--- config.mk ---
export PLATFORM = sky130hd
export DESIGN_NAME = mur_abc_front
export DESIGN_NICKNAME = d
export VERILOG_FILES = /design/src/rtl/mur_abc_pkg.sv /design/src/rtl/mur_abc_front.sv
export SDC_FILE = /design/constraint.sdc
export NUM_CORES = 1
export LEC_CHECK = 0
export ABC_CLOCK_PERIOD_IN_PS = 21200
export BUFFER_PORTS_ARGS = -buffer_cell sky130_fd_sc_hd__clkbuf_2
export CAP_MARGIN = 30
export CORE_MARGIN = 5
export CORE_UTILIZATION = 25
export DETAILED_ROUTE_END_ITERATION = 8
export PLACE_DENSITY = 0.54
export SLEW_MARGIN = 20
export SYNTH_ARGS = -nofsm -noshare
export SYNTH_HDL_FRONTEND = slang
export SYNTH_SLANG_ARGS = --single-unit
--- constraint.sdc ---
create_clock -name clk -period 21.2 [get_ports clk]
set_input_delay 2.12 -clock clk [delete_from_list [all_inputs] [get_ports clk]]
set_output_delay 2.12 -clock clk [all_outputs]
set_load 0.01 [all_outputs]
--- src/rtl/mur_abc_pkg.sv ---
`default_nettype none
package mur_abc_pkg;

  localparam int MaxRadius  = 63;
  localparam int SampleW    = 32;
  localparam int PosW       = 7;
  localparam int CoefW      = 16;
  localparam int RadW       = 6;
  localparam int PlaneSide  = 2 * MaxRadius + 1;
  localparam int PlaneDepth = PlaneSide * PlaneSide;
  localparam int AddrW      = $clog2(PlaneDepth);
  localparam int QDepth     = 2;
  localparam int LvlW       = $clog2(QDepth + 1);
  localparam int CfgIdxW    = 1;

  typedef enum logic [CfgIdxW-1:0] {
    CfgCoef   = 1'b0,
    CfgRadius = 1'b1
  } cfg_idx_t;

  typedef logic signed [SampleW-1:0] sample_t;

  // one face axis: which side (if any) and the entry on that face
  typedef struct packed {
    logic             hit;
    logic             high;
    logic [AddrW-1:0] addr;
  } face_sel_t;

  typedef struct packed {
    sample_t   ex;
    sample_t   ey;
    sample_t   ez;
    sample_t   ey_ix;
    sample_t   ez_ix;
    sample_t   ex_iy;
    sample_t   ez_iy;
    sample_t   ex_iz;
    sample_t   ey_iz;
    face_sel_t fx;
    face_sel_t fy;
    face_sel_t fz;
  } item_t;

  typedef struct packed {
    logic [LvlW-1:0] level;
    logic            full;
  } front_stat_t;

  typedef struct packed {
    logic clearing;
    logic busy;
  } back_stat_t;

endpackage
`default_nettype wire

--- src/rtl/mur_abc_front.sv ---
`default_nettype none
module mur_abc_front (
  input  wire logic                                   clk,
  input  wire logic                                   rst_n,
  input  wire logic                                   in_valid,
  output logic                                        in_stall,
  input  wire logic signed [mur_abc_pkg::PosW-1:0]    in_pos_x,
  input  wire logic signed [mur_abc_pkg::PosW-1:0]    in_pos_y,
  input  wire logic signed [mur_abc_pkg::PosW-1:0]    in_pos_z,
  input  wire mur_abc_pkg::sample_t                   in_ex_here,
  input  wire mur_abc_pkg::sample_t                   in_ey_here,
  input  wire mur_abc_pkg::sample_t                   in_ez_here,
  input  wire mur_abc_pkg::sample_t                   in_ey_inner_x,
  input  wire mur_abc_pkg::sample_t                   in_ez_inner_x,
  input  wire mur_abc_pkg::sample_t                   in_ex_inner_y,
  input  wire mur_abc_pkg::sample_t                   in_ez_inner_y,
  input  wire mur_abc_pkg::sample_t                   in_ex_inner_z,
  input  wire mur_abc_pkg::sample_t                   in_ey_inner_z,
  input  wire logic [mur_abc_pkg::RadW-1:0]           radius,
  output logic                                        head_valid,
  output mur_abc_pkg::item_t                          head,
  input  wire logic                                   pop,
  output mur_abc_pkg::front_stat_t                    stat
);

  localparam int PtrW = $clog2(mur_abc_pkg::QDepth);

  function automatic logic [mur_abc_pkg::AddrW-1:0] plane_index(
    input logic signed [mur_abc_pkg::PosW-1:0] a,
    input logic signed [mur_abc_pkg::PosW-1:0] b);
    int av;
    int bv;
    av = int'(a);
    bv = int'(b);
    if (av < -mur_abc_pkg::MaxRadius) av = -mur_abc_pkg::MaxRadius;
    if (av > mur_abc_pkg::MaxRadius)  av = mur_abc_pkg::MaxRadius;
    if (bv < -mur_abc_pkg::MaxRadius) bv = -mur_abc_pkg::MaxRadius;
    if (bv > mur_abc_pkg::MaxRadius)  bv = mur_abc_pkg::MaxRadius;
    return mur_abc_pkg::AddrW'((av + mur_abc_pkg::MaxRadius) * mur_abc_pkg::PlaneSide
                               + bv + mur_abc_pkg::MaxRadius);
  endfunction

  // low face wins at radius zero
  function automatic mur_abc_pkg::face_sel_t classify(
    input logic signed [mur_abc_pkg::PosW-1:0] p,
    input logic signed [mur_abc_pkg::PosW-1:0] a,
    input logic signed [mur_abc_pkg::PosW-1:0] b,
    input logic signed [mur_abc_pkg::PosW:0]   rp,
    input logic signed [mur_abc_pkg::PosW:0]   rn);
    mur_abc_pkg::face_sel_t f;
    logic signed [mur_abc_pkg::PosW:0] pe;
    logic lo;
    pe     = {p[mur_abc_pkg::PosW-1], p};
    lo     = (pe == rn);
    f.high = !lo && (pe == rp);
    f.hit  = lo || f.high;
    f.addr = plane_index(a, b);
    return f;
  endfunction

  logic signed [mur_abc_pkg::PosW:0] rad_pos;
  logic signed [mur_abc_pkg::PosW:0] rad_neg;
  mur_abc_pkg::item_t                 item;
  logic                               push;

  mur_abc_pkg::item_t                 q_r [mur_abc_pkg::QDepth];
  logic [PtrW-1:0]                    wr_ptr_r, wr_ptr_nxt;
  logic [PtrW-1:0]                    rd_ptr_r, rd_ptr_nxt;
  logic [mur_abc_pkg::LvlW-1:0]       level_r, level_nxt;

  assign rad_pos = signed'({{(mur_abc_pkg::PosW + 1 - mur_abc_pkg::RadW){1'b0}}, radius});
  assign rad_neg = -rad_pos;

  always_comb begin
    item.ex    = in_ex_here;
    item.ey    = in_ey_here;
    item.ez    = in_ez_here;
    item.ey_ix = in_ey_inner_x;
    item.ez_ix = in_ez_inner_x;
    item.ex_iy = in_ex_inner_y;
    item.ez_iy = in_ez_inner_y;
    item.ex_iz = in_ex_inner_z;
    item.ey_iz = in_ey_inner_z;
    item.fx    = classify(in_pos_x, in_pos_y, in_pos_z, rad_pos, rad_neg);
    item.fy    = classify(in_pos_y, in_pos_x, in_pos_z, rad_pos, rad_neg);
    item.fz    = classify(in_pos_z, in_pos_x, in_pos_y, rad_pos, rad_neg);
  end

  assign in_stall   = (level_r == mur_abc_pkg::LvlW'(mur_abc_pkg::QDepth));
  assign push       = in_valid && !in_stall;
  assign head_valid = (level_r != '0);
  assign head       = q_r[rd_ptr_r];

  always_comb begin
    wr_ptr_nxt = wr_ptr_r;
    rd_ptr_nxt = rd_ptr_r;
    level_nxt  = level_r;
    if (push) begin
      wr_ptr_nxt = (wr_ptr_r == PtrW'(mur_abc_pkg::QDepth - 1)) ? '0 : wr_ptr_r + 1'b1;
    end
    if (pop) begin
      rd_ptr_nxt = (rd_ptr_r == PtrW'(mur_abc_pkg::QDepth - 1)) ? '0 : rd_ptr_r + 1'b1;
    end
    if (push && !pop) begin
      level_nxt = level_r + 1'b1;
    end else if (pop && !push) begin
      level_nxt = level_r - 1'b1;
    end
  end

  always_ff @(posedge clk) begin
    if (!rst_n) begin
      wr_ptr_r <= '0;
      rd_ptr_r <= '0;
      level_r  <= '0;
    end else begin
      wr_ptr_r <= wr_ptr_nxt;
      rd_ptr_r <= rd_ptr_nxt;
      level_r  <= level_nxt;
    end
  end

  always_ff @(posedge clk) begin
    if (push) begin
      q_r[wr_ptr_r] <= item;
    end
  end

  assign stat.level = level_r;
  assign stat.full  = in_stall;

endmodule
`default_nettype wire

* Word-level counts from Yosys, hierarchy flattened
Memory sizes are Yosys's and may differ from the RTL's. A register that Yosys moved wholly into a read port is not among the register bits.
Index checks and enable logic that the tools add are counted.
** Operators by class
- Add/sub/neg operators :: 13
- Multipliers :: 2
- $lt $le $gt $ge :: 6
- Eq/ne operators :: 7
- Muxes and demuxes :: 14
- Reductions and logical operators :: 17
** Operators with widths (count)
- $mux 32 :: 5
- $gt 32x7->1 const B :: 3
- $add 32x7->32 const B :: 2
- $mul 32x8->14 const B :: 2
- $add 14x14->14 :: 3
- $add 14x7->14 const B :: 3
- $eq 7x8->1 :: 3
- $eq 7x7->1 :: 3
- $lt 7x7->1 const B :: 3
- $mux 14 :: 1
- $neg 6->8 :: 1
- $logic_and 1x1->1 :: 6
- $logic_not 1->1 :: 6
- $mux 1 :: 6
- $mux 2 :: 2
- $reduce_bool 2->1 :: 2
- $logic_or 1x1->1 :: 3
- $add 1x1->1 const B :: 2
- $add 2x1->2 const B :: 1
- $eq 2x2->1 const B :: 1
- $sub 2x1->2 const B :: 1
** Storage, ports and cells
- Register bits :: 4
- Memory bits (writable) :: 672
- Input port bits :: 319
- Output and inout bits :: 341
- Word-level logic and storage cells :: 63
- Memories :: 1
** Memory list
- q_r :: depth 2, width 336, read ports 1, clocked after memory_dff 1, write ports 1, RTL line mur_abc_front.sv:66 : mur_abc_pkg::item_t q_r [mur_abc_pkg::QDepth];

* Longest topological paths before layout
Gate-level depths: netlist (run 1).
- Depth after elaboration :: 8
- Gate-level depth with buffers :: 33
- Depth with buffers taken out :: 31

* Worst setup path after synthesis (run 1)
No wires, ideal clock.
- Kind :: input to register
- From :: input port in_valid
- To :: register wr_ptr_r
- Library setup time :: 124 ps
- Arrival time :: 17134 ps
- Required time :: 21076 ps
- Slack :: 3942 ps
- Stages on the path :: 3
- Path buffers :: 0
- Cell sequence :: nand2_1 -> nor2_1 -> o21a_1
** On the way
- Cells in the longest elaborated chain, start to end :: 1
** RTL lines
- from (decl) :: RTL line mur_abc_front.sv:5 : input wire logic in_valid,
- $logic_and 1x1->1 :: RTL line mur_abc_front.sv:90 : assign push = in_valid && !in_stall;
- to (signal assigned) :: RTL line mur_abc_front.sv:117 : wr_ptr_r <= wr_ptr_nxt;
- to (decl) :: RTL line mur_abc_front.sv:67 : logic [PtrW-1:0] wr_ptr_r, wr_ptr_nxt;
Every way passes these cells.
A chain may end at the register's enable or synchronous reset.

==> impl_metrics.env, run 1 <==
export IMPL_status="finished, final reports clean"
export IMPL_die_width_um=360
export IMPL_synthCells=1818
export IMPL_post_route_drc_count=0
export IMPL_start_kind="primary input"
export IMPL_muxShareOfSynthArea=0.123
export IMPL_layout_cells_non_filler=4220
export IMPL_synth_enable_flop_cells=672
export IMPL_worst_path_buf_inv=4
export IMPL_fin_ws_ns=11.73
export IMPL_criticalPathCategory="in2reg"
export IMPL_grt_pass1_vias=18200
export IMPL_post_cts_resized=0
export IMPL_initial_core_util=0.252
export IMPL_grt_usage=0.122
export IMPL_rsz0062_at_grt="false"
export IMPL_slowest_stage="fa_1"
export IMPL_clockBufferDepth=3
export IMPL_htree_levels=3
export IMPL_core_area_um2=122000
export IMPL_setup_viol=0
export IMPL_grt_pass1_wl_mm=119
export IMPL_finalHoldViolCount=0
export IMPL_hp_class="reg2reg"
export IMPL_hpwl_mm=60.6
export IMPL_critical_path_top_delay_family="adder cells"
export IMPL_wire_per_inst_um=19.3
export IMPL_postCtsSetupBuffers=0
export IMPL_yosysTopAreaCellShare=0.658
export IMPL_setup_worst_path_end_class="flop"
export IMPL_clkSinkCount=677
export IMPL_cts_tree="done"
export IMPL_nets=3058
export IMPL_synthArstFlopShare=0
export IMPL_slew_headroom=0.323
export IMPL_synthTopCellsByArea="edfxtp_1 66%, mux2_2 12%, fa_1 6.1%, ha_1 4.8%, inv_1 2.3%"
export IMPL_drive_gt1_frac=0.439
export IMPL_worstMarginPinSlew_ns=1.02
export IMPL_period_share=0.447
export IMPL_p_leak_uw=0.0151
export IMPL_fin_crit_ns=9.47
export IMPL_crit_path_frequent_cell="ha_1"
export IMPL_cts_hold_buf=0
export IMPL_synth_compound_area_share=0.0228
export IMPL_syn_to_final_growth_pct=26.1
export IMPL_cts_made_buffers=80
export IMPL_vias=17300
export IMPL_total_power_uw=6290
export IMPL_setup_tns_ns=0
export IMPL_synth_top_family_by_area="multiplexers"
export IMPL_synthAdderAreaFrac=0.109
export IMPL_maxCapViolCount=0
export IMPL_dr_pass1_iters=5
export IMPL_drtAntennaViolNets=0
export IMPL_synth_area_um2=30700
export IMPL_synth_flop_cell="edfxtp_1"
export IMPL_drv_slew=0
export IMPL_fmax_mhz=106
export IMPL_overflow=0
export IMPL_ys_seq_area_frac=0.661
export IMPL_peakVddDrop_mv=0.171
export IMPL_synth_area_per_cell_um2=16.9
export IMPL_clk_insertion_delay_late_ns=0.67
export IMPL_yosys_warnings=0
export IMPL_synthXorXnorAreaFrac=0.0297
export IMPL_finalCoreUtilization=0.317
export IMPL_num_io_pins=660
export IMPL_antenna_found_initial=12
export IMPL_wl_mm=81.5
export IMPL_worstPathArrival_ns=9.85
export IMPL_synthSimpleGateAreaFrac=0.0251
export IMPL_cts_root_buf="clkbuf_16"
export IMPL_post_place_ws_ns=11.08
export IMPL_via_per_inst=4.11
export IMPL_powerDensity_nw_per_um2=162
export IMPL_io_buffer_count=659
export IMPL_slowest_delay_ns=0.55
export IMPL_fin_skew_ns=0.0350
export IMPL_globalplace_congestion=0.794
export IMPL_worstPathMaxFanout=12
export IMPL_fp_dieH_um=360
export IMPL_synth_distinct_cells=53
export IMPL_dieArea_um2=130000
export IMPL_synth_seq_cells=677
export IMPL_row_count=128
export IMPL_cp_required_ns=21.57
export IMPL_yosys_area_top_type="edfxtp_1"
export IMPL_place_inst=4071
export IMPL_syn_nets=2348
export IMPL_grt_max_degree=132
export IMPL_clkTransAtPathRegs_ns=0.06
export IMPL_drt_initial_drc_count=926
## final timing paths
path	start	end	slack (ns)	cells after the start
worst max register to register	level_r[0]	q_r[1][96]	16.76	6
worst min register to register	rd_ptr_r	flop	0.55	2
worst min-delay path	rd_ptr_r	flop	0.55	2
worst max-delay path	in_pos_x[5]	q_r[0][13]	11.73	28
## logic make-up (layout without fill, tap and decap cells)
kind of cell,after synthesis,count (layout)
multiplexers,336,336
AO/OA/AOI/OAI,110,110
other,0,4
XOR/XNOR,104,104
buffers and inverters,236,1009
AND/OR/NAND/NOR,144,144
adder cells (fa/ha/maj),211,211
flip-flops,677,677
## power by group
part	internal, uW	leakage [uW]	total [uW]	switching [uW]
Clock	781	0.00125	1340	562
Combinational	1220	0.00754	2910	1690
Sequential	1990	0.00631	2030	39.3
## synth_stat cells, types with 2 or more instances
master	number
and4_1	2
clkbuf_1	43
and2_1	5
inv_1	187
o21ai_1	9
dfxtp_1	5
a211oi_1	2
o31a_1	4
or4_1	4
mux2_2	336
a21o_1	15
nor4_1	4
a21oi_1	32
buf_2	4
a31oi_1	4
nand2b_1	15
nand3_1	5
nor2b_1	14
and3_1	5
o31ai_1	2
xnor2_1	73
nand2_1	29
or2_2	3
fa_1	94
nor3_1	12
nand4_1	8
o21bai_1	2
xor2_1	31
edfxtp_1	672
a311o_1	2
nor2_1	29
ha_1	117
o21ai_0	19
or3_1	4
o21a_1	8
## area by class of cell
class / instances / area, um2
Multi-Input combinational cell: 905 / 9520
Tap cell: 1625 / 2030
Clock inverter: 48 / 542
Clock buffer: 97 / 2080
Fill cell: 12200 / 83200
Sequential cell: 677 / 20300
Timing Repair Buffer: 676 / 3510
Inverter: 188 / 706
Antenna cell: 4 / 10.0
## layer usage
metal,up-vias,wire length (um),GRT usage
li1,8115,-,-
met1,8558,32600,0.145
met2,555,40500,0.210
met3,97,6670,0.0421
met4,4,1680,0.0355
met5,-,24,0
## layout by cell type, fill, tap and decap left out, drive strengths merged, types with 6 or more instances in the layout
| cell | n |
|---|---|
| inv | 188 |
| nand2 | 29 |
| nand4 | 8 |
| o21ai | 29 |
| edfxtp | 672 |
| xor2 | 31 |
| clkbuf | 756 |
| nand2b | 15 |
| a21oi | 33 |
| clkinv | 39 |
| a21o | 15 |
| nor3 | 13 |
| o21a | 8 |
| ha | 117 |
| mux2 | 336 |
| xnor2 | 73 |
| bufinv | 6 |
| nor2b | 14 |
| fa | 94 |
| buf | 17 |
| nor2 | 29 |
## sequential cells by signal, indices dropped and copies added, names as in the netlist, named ones only
| name | flops |
|---|---|
| wr_ptr_r | 1 |
| level_r | 2 |
| q_r | 672 |
| rd_ptr_r | 1 |
## stage by stage
step	hold slack (ns)	instance area, um2
5_1_grt	0.597	38700
4_1_cts	0.562	38700
2_1_floorplan	0.529	30700
3_3_place_gp	0.565	36000
3_5_place_dp	0.557	36100
6_report	0.554	38700
## tightest hold or removal path, delay by kind of cell, from the launching register on
kind	cells	cell delay, ns
AND/OR/NAND/NOR	1	0.15
XOR/XNOR	1	0.07
flip-flops	1	0.32
No activity file was read; power rests on OpenSTA's default activity.
==> run 2, diff against run 1 <==
--- a/config.mk
+++ b/config.mk
@@ -5,13 +5,14 @@
 export SDC_FILE = /design/constraint.sdc
 export NUM_CORES = 1
 export LEC_CHECK = 0
-export ABC_CLOCK_PERIOD_IN_PS = 21200
+export ABC_AREA = 1
+export ABC_CLOCK_PERIOD_IN_PS = 8200
 export BUFFER_PORTS_ARGS = -buffer_cell sky130_fd_sc_hd__clkbuf_2
 export CAP_MARGIN = 30
 export CORE_MARGIN = 5
 export CORE_UTILIZATION = 25
 export DETAILED_ROUTE_END_ITERATION = 8
-export PLACE_DENSITY = 0.54
+export PLACE_DENSITY = 0.55
 export SLEW_MARGIN = 20
 export SYNTH_ARGS = -nofsm -noshare
 export SYNTH_HDL_FRONTEND = slang
==> constraint.sdc (replaced) <==
create_clock -name clk -period 8.2 [get_ports clk]
set_input_delay 0.82 -clock clk [delete_from_list [all_inputs] [get_ports clk]]
set_output_delay 0.82 -clock clk [all_outputs]
set_load 0.01 [all_outputs]
==> run 2 against run 1 <==
  * Clock power grew to 2.6 times the previous value
  * Sequential power grew to 2.6 times the previous value
  * Synthesized cell count increased by 12%
  * Core utilization shrank 0.11 points
  * Worst hold slack got worse by 0.20 ns
  * Global-route usage rose by 0.27 points
  * Combinational power increased to 2.7 times the previous value
  * Sequential share of layout area is 0.77 points lower
  * Highest routed layer unchanged
==> impl_metrics.env, run 2 <==
export IMPL_period_share=0.902
export IMPL_final_common_cell="edfxtp_1"
export IMPL_start_kind="primary input"
export IMPL_synthCells=2029
export IMPL_cp_required_ns=8.58
export IMPL_p_seq_frac=0.319
export IMPL_post_cts_resized=0
export IMPL_fmax_mhz=135
export IMPL_post_route_drc_count=0
export IMPL_globalplace_congestion=0.828
export IMPL_syn_nets=2559
export IMPL_die_width_um=364
export IMPL_setup_worst_path_end_class="flop"
export IMPL_finalHoldViolCount=0
export IMPL_worstMarginPinSlew_ns=1.10
export IMPL_criticalPathCategory="in2reg"
export IMPL_synthArstFlopShare=0
export IMPL_nets=3273
export IMPL_grt_pass1_wl_mm=123
export IMPL_layout_common_cells="672 x edfxtp_1, 659 x clkbuf_2, 336 x mux2_2"
export IMPL_maxCapViolCount=0
export IMPL_drtAntennaViolNets=0
export IMPL_multi_input_area_um2=9810
export IMPL_yosysTopAreaCellShare=0.644
export IMPL_crit_path_frequent_cell="inv_1"
export IMPL_fin_crit_ns=7.39
export IMPL_clkTransAtPathRegs_ns=0.07
export IMPL_synth_area_per_cell_um2=15.4
export IMPL_power_switching_uw=6280
export IMPL_cts_root_buf="clkbuf_16"
export IMPL_htree_levels=3
export IMPL_r2r_setup_slack_ns=5.13
export IMPL_comb_power_share=0.473
export IMPL_grt_max_degree=134
export IMPL_powerDensity_nw_per_um2=419
export IMPL_via_per_inst=4.12
export IMPL_synth_flop_cell="edfxtp_1"
export IMPL_cts_made_buffers=78
export IMPL_peakVddDrop_mv=0.522
export IMPL_hold_ws_ns=0.351
export IMPL_yosys_area_top_type="edfxtp_1"
export IMPL_dr_pass1_iters=5
export IMPL_p_int_uw=10200
export IMPL_top_register="q_r"
export IMPL_drive_gt1_frac=0.412
export IMPL_clockBufferDepth=3
export IMPL_hp_class="in2reg"
export IMPL_ys_seq_area_frac=0.647
export IMPL_antenna_found_initial=30
export IMPL_worstPathArrival_ns=7.78
export IMPL_fillers=12500
export IMPL_num_io_pins=660
export IMPL_top_regs="q_r: 672 flops, level_r: 2 flops"
export IMPL_drt_initial_drc_count=931
export IMPL_worstPathMaxFanout=6
export IMPL_synth_area_um2=31300
export IMPL_synthTopCellsByArea="edfxtp_1 64%, mux2_2 12%, fa_1 6.0%, ha_1 4.7%, inv_1 3.2%"
export IMPL_synth_enable_flop_cells=672
export IMPL_overflow=0
export IMPL_cts_hold_buf=0
export IMPL_final_seq_area_um2=20300
export IMPL_fin_skew_ns=0.0199
export IMPL_yosysMostFrequentCell="edfxtp_1"
export IMPL_synth_common_cells="672 x edfxtp_1, 336 x mux2_2, 270 x inv_1"
export IMPL_yosys_warnings=0
export IMPL_clk_insertion_delay_late_ns=0.65
export IMPL_initial_core_util=0.252
export IMPL_vias=18300
export IMPL_core_area_um2=124000
export IMPL_row_count=129
export IMPL_syn_to_final_growth_pct=25.3
export IMPL_grt_pass1_vias=19300
export IMPL_setup_viol=0
export IMPL_wl_mm=85.5
export IMPL_io_buffer_count=659
export IMPL_slowest_delay_ns=0.54
export IMPL_grt_usage=0.125
export IMPL_swShare=0.382
export IMPL_largest_reg_flops=672
export IMPL_wire_per_inst_um=19.2
export IMPL_total_power_uw=16500
export IMPL_clkSinkCount=677
export IMPL_status="finished, final reports clean"
export IMPL_cts_tree="done"
export IMPL_synth_seq_cells=677
export IMPL_slowest_stage="fa_1"
export IMPL_power_share_clock=0.208
export IMPL_hpwl_mm=64.2
export IMPL_rsz0062_at_grt="false"
export IMPL_p_leak_uw=0.0159
export IMPL_slew_headroom=0.268
export IMPL_drv_slew=0
export IMPL_fp_dieH_um=364
export IMPL_synth_distinct_cells=50
export IMPL_postCtsSetupBuffers=0
export IMPL_dieArea_um2=132000
-- run 2: area by class of cell --
type                            count  share of cell area
Inverter                          276              0.0265
Antenna cell                       11            0.000701
Clock buffer                       89              0.0513
Multi-Input combinational cell   1035               0.250
Clock inverter                     51              0.0133
Timing Repair Buffer              675              0.0893
Sequential cell                   677               0.517
Tap cell                         1637              0.0522
-- run 2: final timing paths --
check / startpoint / depth (start not counted) / to
setup / recovery: in_pos_x[1] / 38 / q_r[1][29]
hold / removal: in_ez_here[7] / 1 / q_r[1][247]
setup reg to reg: level_r[1] / 5 / q_r[1][234]
hold reg to reg: rd_ptr_r / 2 / flop
-- run 2: logic make-up after synthesis --
kind of cell             share of synthesized area
AO/OA/AOI/OAI                               0.0200
XOR/XNOR                                    0.0214
adder cells (fa/ha/maj)                      0.107
buffers and inverters                       0.0396
flip-flops                                   0.647
multiplexers                                 0.121
AND/OR/NAND/NOR                             0.0439
-- run 2: power groups by stage --
| stage | Combinational (uW) | Clock (uW) | Sequential, uW |
|---|---|---|---|
| 6_report | 7780 | 3430 | 5250 |
| 5_1_grt | 8960 | 3720 | 5290 |
| 4_1_cts | 7950 | 3570 | 5250 |
| 3_5_place_dp | 7890 | 0 | 5320 |
| 3_3_place_gp | 7830 | 0 | 5310 |
| 2_1_floorplan | 5750 | 0 | 5380 |
-- run 2: layer usage --
| metal | vias to the layer above | global-route usage | wire [um] |
|---|---|---|---|
| li1 | 8683 | - | - |
| met3 | 149 | 0.0565 | 8830 |
| met5 | - | 0 | 42 |
| met4 | 6 | 0.0465 | 2500 |
| met1 | 8907 | 0.136 | 32300 |
| met2 | 597 | 0.213 | 41800 |
-- run 2: worst max-delay path: cells and delay by family --
kind            cells  cell delay [ns]
compound gates      4             0.75
xor+xnor            1             0.16
fa+ha+maj           9             3.56
buf+inv             8             0.86
simple gates       16             1.61
-- run 2: per-stage QoR --
| step | cells | area (um2) | utilization | TNS [ns] | worst slack [ns] |
|---|---|---|---|---|---|
| after global placement | 4299 | 36700 | 0.295 | 0 | 0.270 |
| after CTS | 4440 | 39200 | 0.316 | 0 | 0.877 |
| after floorplan | 2029 | 31300 | - | -1377.38 | -2.06 |
| after global routing | 4447 | 39200 | 0.316 | 0 | 0.228 |
| after detailed placement | 4300 | 36700 | 0.296 | 0 | 0.170 |
| final | 4451 | 39300 | 0.316 | 0 | 0.806 |
==> run 3, diff against run 2 <==
--- a/config.mk
+++ b/config.mk
@@ -10,9 +10,9 @@
 export BUFFER_PORTS_ARGS = -buffer_cell sky130_fd_sc_hd__clkbuf_2
 export CAP_MARGIN = 30
 export CORE_MARGIN = 5
-export CORE_UTILIZATION = 25
+export CORE_UTILIZATION = 35
 export DETAILED_ROUTE_END_ITERATION = 8
-export PLACE_DENSITY = 0.55
+export PLACE_DENSITY = 0.68
 export SLEW_MARGIN = 20
 export SYNTH_ARGS = -nofsm -noshare
 export SYNTH_HDL_FRONTEND = slang
==> run 3 against run 2 <==
  * Final area down 1.9%
  * Clock skew is 0.0061 ns higher
  * Worst hold slack gained 0.028 ns
  * Register-to-register slack got worse by 0.20 ns
  * Clock power down 3%
  * Maximum frequency grew 1.6%
  * Clock-buffer cell count fell by 2
  * Wire length fell by 7.0%
  * Via count shrank 0.23%
  * First-iteration DRC count increased by 19%
  * Combinational power down 1%
  * Highest routed layer is now met4
==> impl_metrics.env, run 3 (synthesis results as in run 2) <==
export IMPL_die_width_um=309
export IMPL_vias=18300
export IMPL_core_area_um2=88600
export IMPL_grt_pass1_wl_mm=115
export IMPL_drt_initial_drc_count=1108
export IMPL_startpoint="in_pos_x[2]"
export IMPL_rsz0062_at_grt="false"
export IMPL_dr_pass1_iters=5
export IMPL_via_per_inst=4.60
export IMPL_grt_pass1_vias=18800
export IMPL_hpwl_mm=60.1
export IMPL_row_count=109
export IMPL_wire_per_inst_um=20.0
export IMPL_powerDensity_nw_per_um2=422
export IMPL_peakVddDrop_mv=0.563
export IMPL_nets=3265
export IMPL_maxCapViolCount=0
export IMPL_clockBufferDepth=3
export IMPL_top_regs="q_r: 672 flops, level_r: 2 flops"
export IMPL_hp_class="in2reg"
export IMPL_worstPathArrival_ns=7.65
export IMPL_overflow=0
export IMPL_syn_to_final_growth_pct=23.0
export IMPL_period_share=0.887
export IMPL_grt_max_degree=172
export IMPL_setup_worst_path_end_class="flop"
export IMPL_slowest_delay_ns=0.54
export IMPL_fin_skew_ns=0.0260
export IMPL_status="finished, final reports clean"
export IMPL_slew_headroom=0.257
export IMPL_r2r_setup_slack_ns=4.93
export IMPL_antenna_found_initial=27
export IMPL_num_io_pins=660
export IMPL_cts_hold_buf=0
export IMPL_cts_root_buf="clkbuf_16"
export IMPL_clkTransAtPathRegs_ns=0.06
export IMPL_total_power_uw=16300
export IMPL_globalplace_congestion=0.859
export IMPL_clkSinkCount=677
export IMPL_hold_start="in_ez_inner_y[12]"
export IMPL_io_buffer_count=659
export IMPL_r2r_start="level_r[1]"
export IMPL_postCtsSetupBuffers=0
export IMPL_drv_slew=0
export IMPL_criticalPathCategory="in2reg"
export IMPL_drive_gt1_frac=0.412
export IMPL_final_common_cell="edfxtp_1"
export IMPL_fp_dieH_um=309
export IMPL_critical_path_top_delay_family="adder cells"
export IMPL_initial_core_util=0.353
export IMPL_worstMarginPinSlew_ns=1.11
export IMPL_clk_insertion_delay_late_ns=0.62
export IMPL_worst_path_buf_inv=7
export IMPL_cts_made_buffers=73
export IMPL_fin_crit_ns=7.28
export IMPL_worstPathMaxFanout=6
export IMPL_cts_tree="done"
export IMPL_fmax_mhz=137
export IMPL_dieArea_um2=95600
export IMPL_layout_common_cells="672 x edfxtp_1, 659 x clkbuf_2, 336 x mux2_2"
export IMPL_largest_reg_flops=672
export IMPL_top_register="q_r"
export IMPL_setup_viol=0
export IMPL_grt_usage=0.159
export IMPL_post_route_drc_count=0
export IMPL_placed_area_um2=36000
export IMPL_post_cts_resized=0
export IMPL_finalHoldViolCount=0
export IMPL_wl_mm=79.6
export IMPL_final_area_um2=38500
export IMPL_p_leak_uw=0.0158
export IMPL_cp_required_ns=8.57
export IMPL_drtAntennaViolNets=0
export IMPL_slowest_stage="fa_1"
export IMPL_htree_levels=3
export IMPL_start_kind="primary input"
[run 3: layer usage]
| layer | up-vias | GRT usage | wire, um | share of wire |
|---|---|---|---|---|
| li1 | 8659 | - | - | - |
| met2 | 561 | 0.280 | 40500 | 0.51 |
| met5 | - | 0 | 0 | 0 |
| met3 | 134 | 0.0537 | 6820 | 0.086 |
| met1 | 8946 | 0.184 | 29900 | 0.38 |
| met4 | 0 | 0.0526 | 2410 | 0.030 |
[run 3: worst reg2reg max path, cell delays in order, from the launching register on]
cell and delay, ns:
dfxtp_1 0.31, inv_1 0.12, o21ai_0 0.25, nor2_4 0.57, buf_4 0.73, buf_4 0.80
[run 3: stage by stage]
| step | std cells | setup WS (ns) | setup TNS (ns) | utilization | hold WS [ns] |
|---|---|---|---|---|---|
| after floorplan | 2029 | -2.06 | -1377.38 | - | 0.463 |
| after global placement | 3825 | 0.382 | 0 | 0.407 | 0.473 |
| after detailed placement | 3825 | 0.302 | 0 | 0.407 | 0.483 |
| after CTS | 3959 | 0.983 | 0 | 0.434 | 0.302 |
| after global routing | 3970 | 0.454 | 0 | 0.434 | 0.324 |
| final | 3974 | 0.924 | 0 | 0.435 | 0.379 |
[run 3: layout make-up]
class                           instances  area (um2)
Inverter                              276        1040
Multi-Input combinational cell       1035        9810
Clock buffer                           87        1880
Timing Repair Buffer                  672        3450
Tap cell                             1165        1460
Fill cell                            8078       50100
Sequential cell                       677       20300
Antenna cell                           15        37.5
Clock inverter                         47         567
[run 3: path summary, 6_finish.rpt]
| check | endpoint | cells past startpoint |
|---|---|---|
| worst max-delay path | q_r[1][29] | 37 |
| worst min-delay path | q_r[1][124] | 1 |
| worst max register to register | q_r[1][38] | 5 |
| worst min register to register | rd_ptr_r | 2 |
[run 3: where the power goes]
part | switching [uW] | internal (uW)
combinational | 4670 | 3020
clock | 1370 | 1950
sequential | 89.8 | 5160
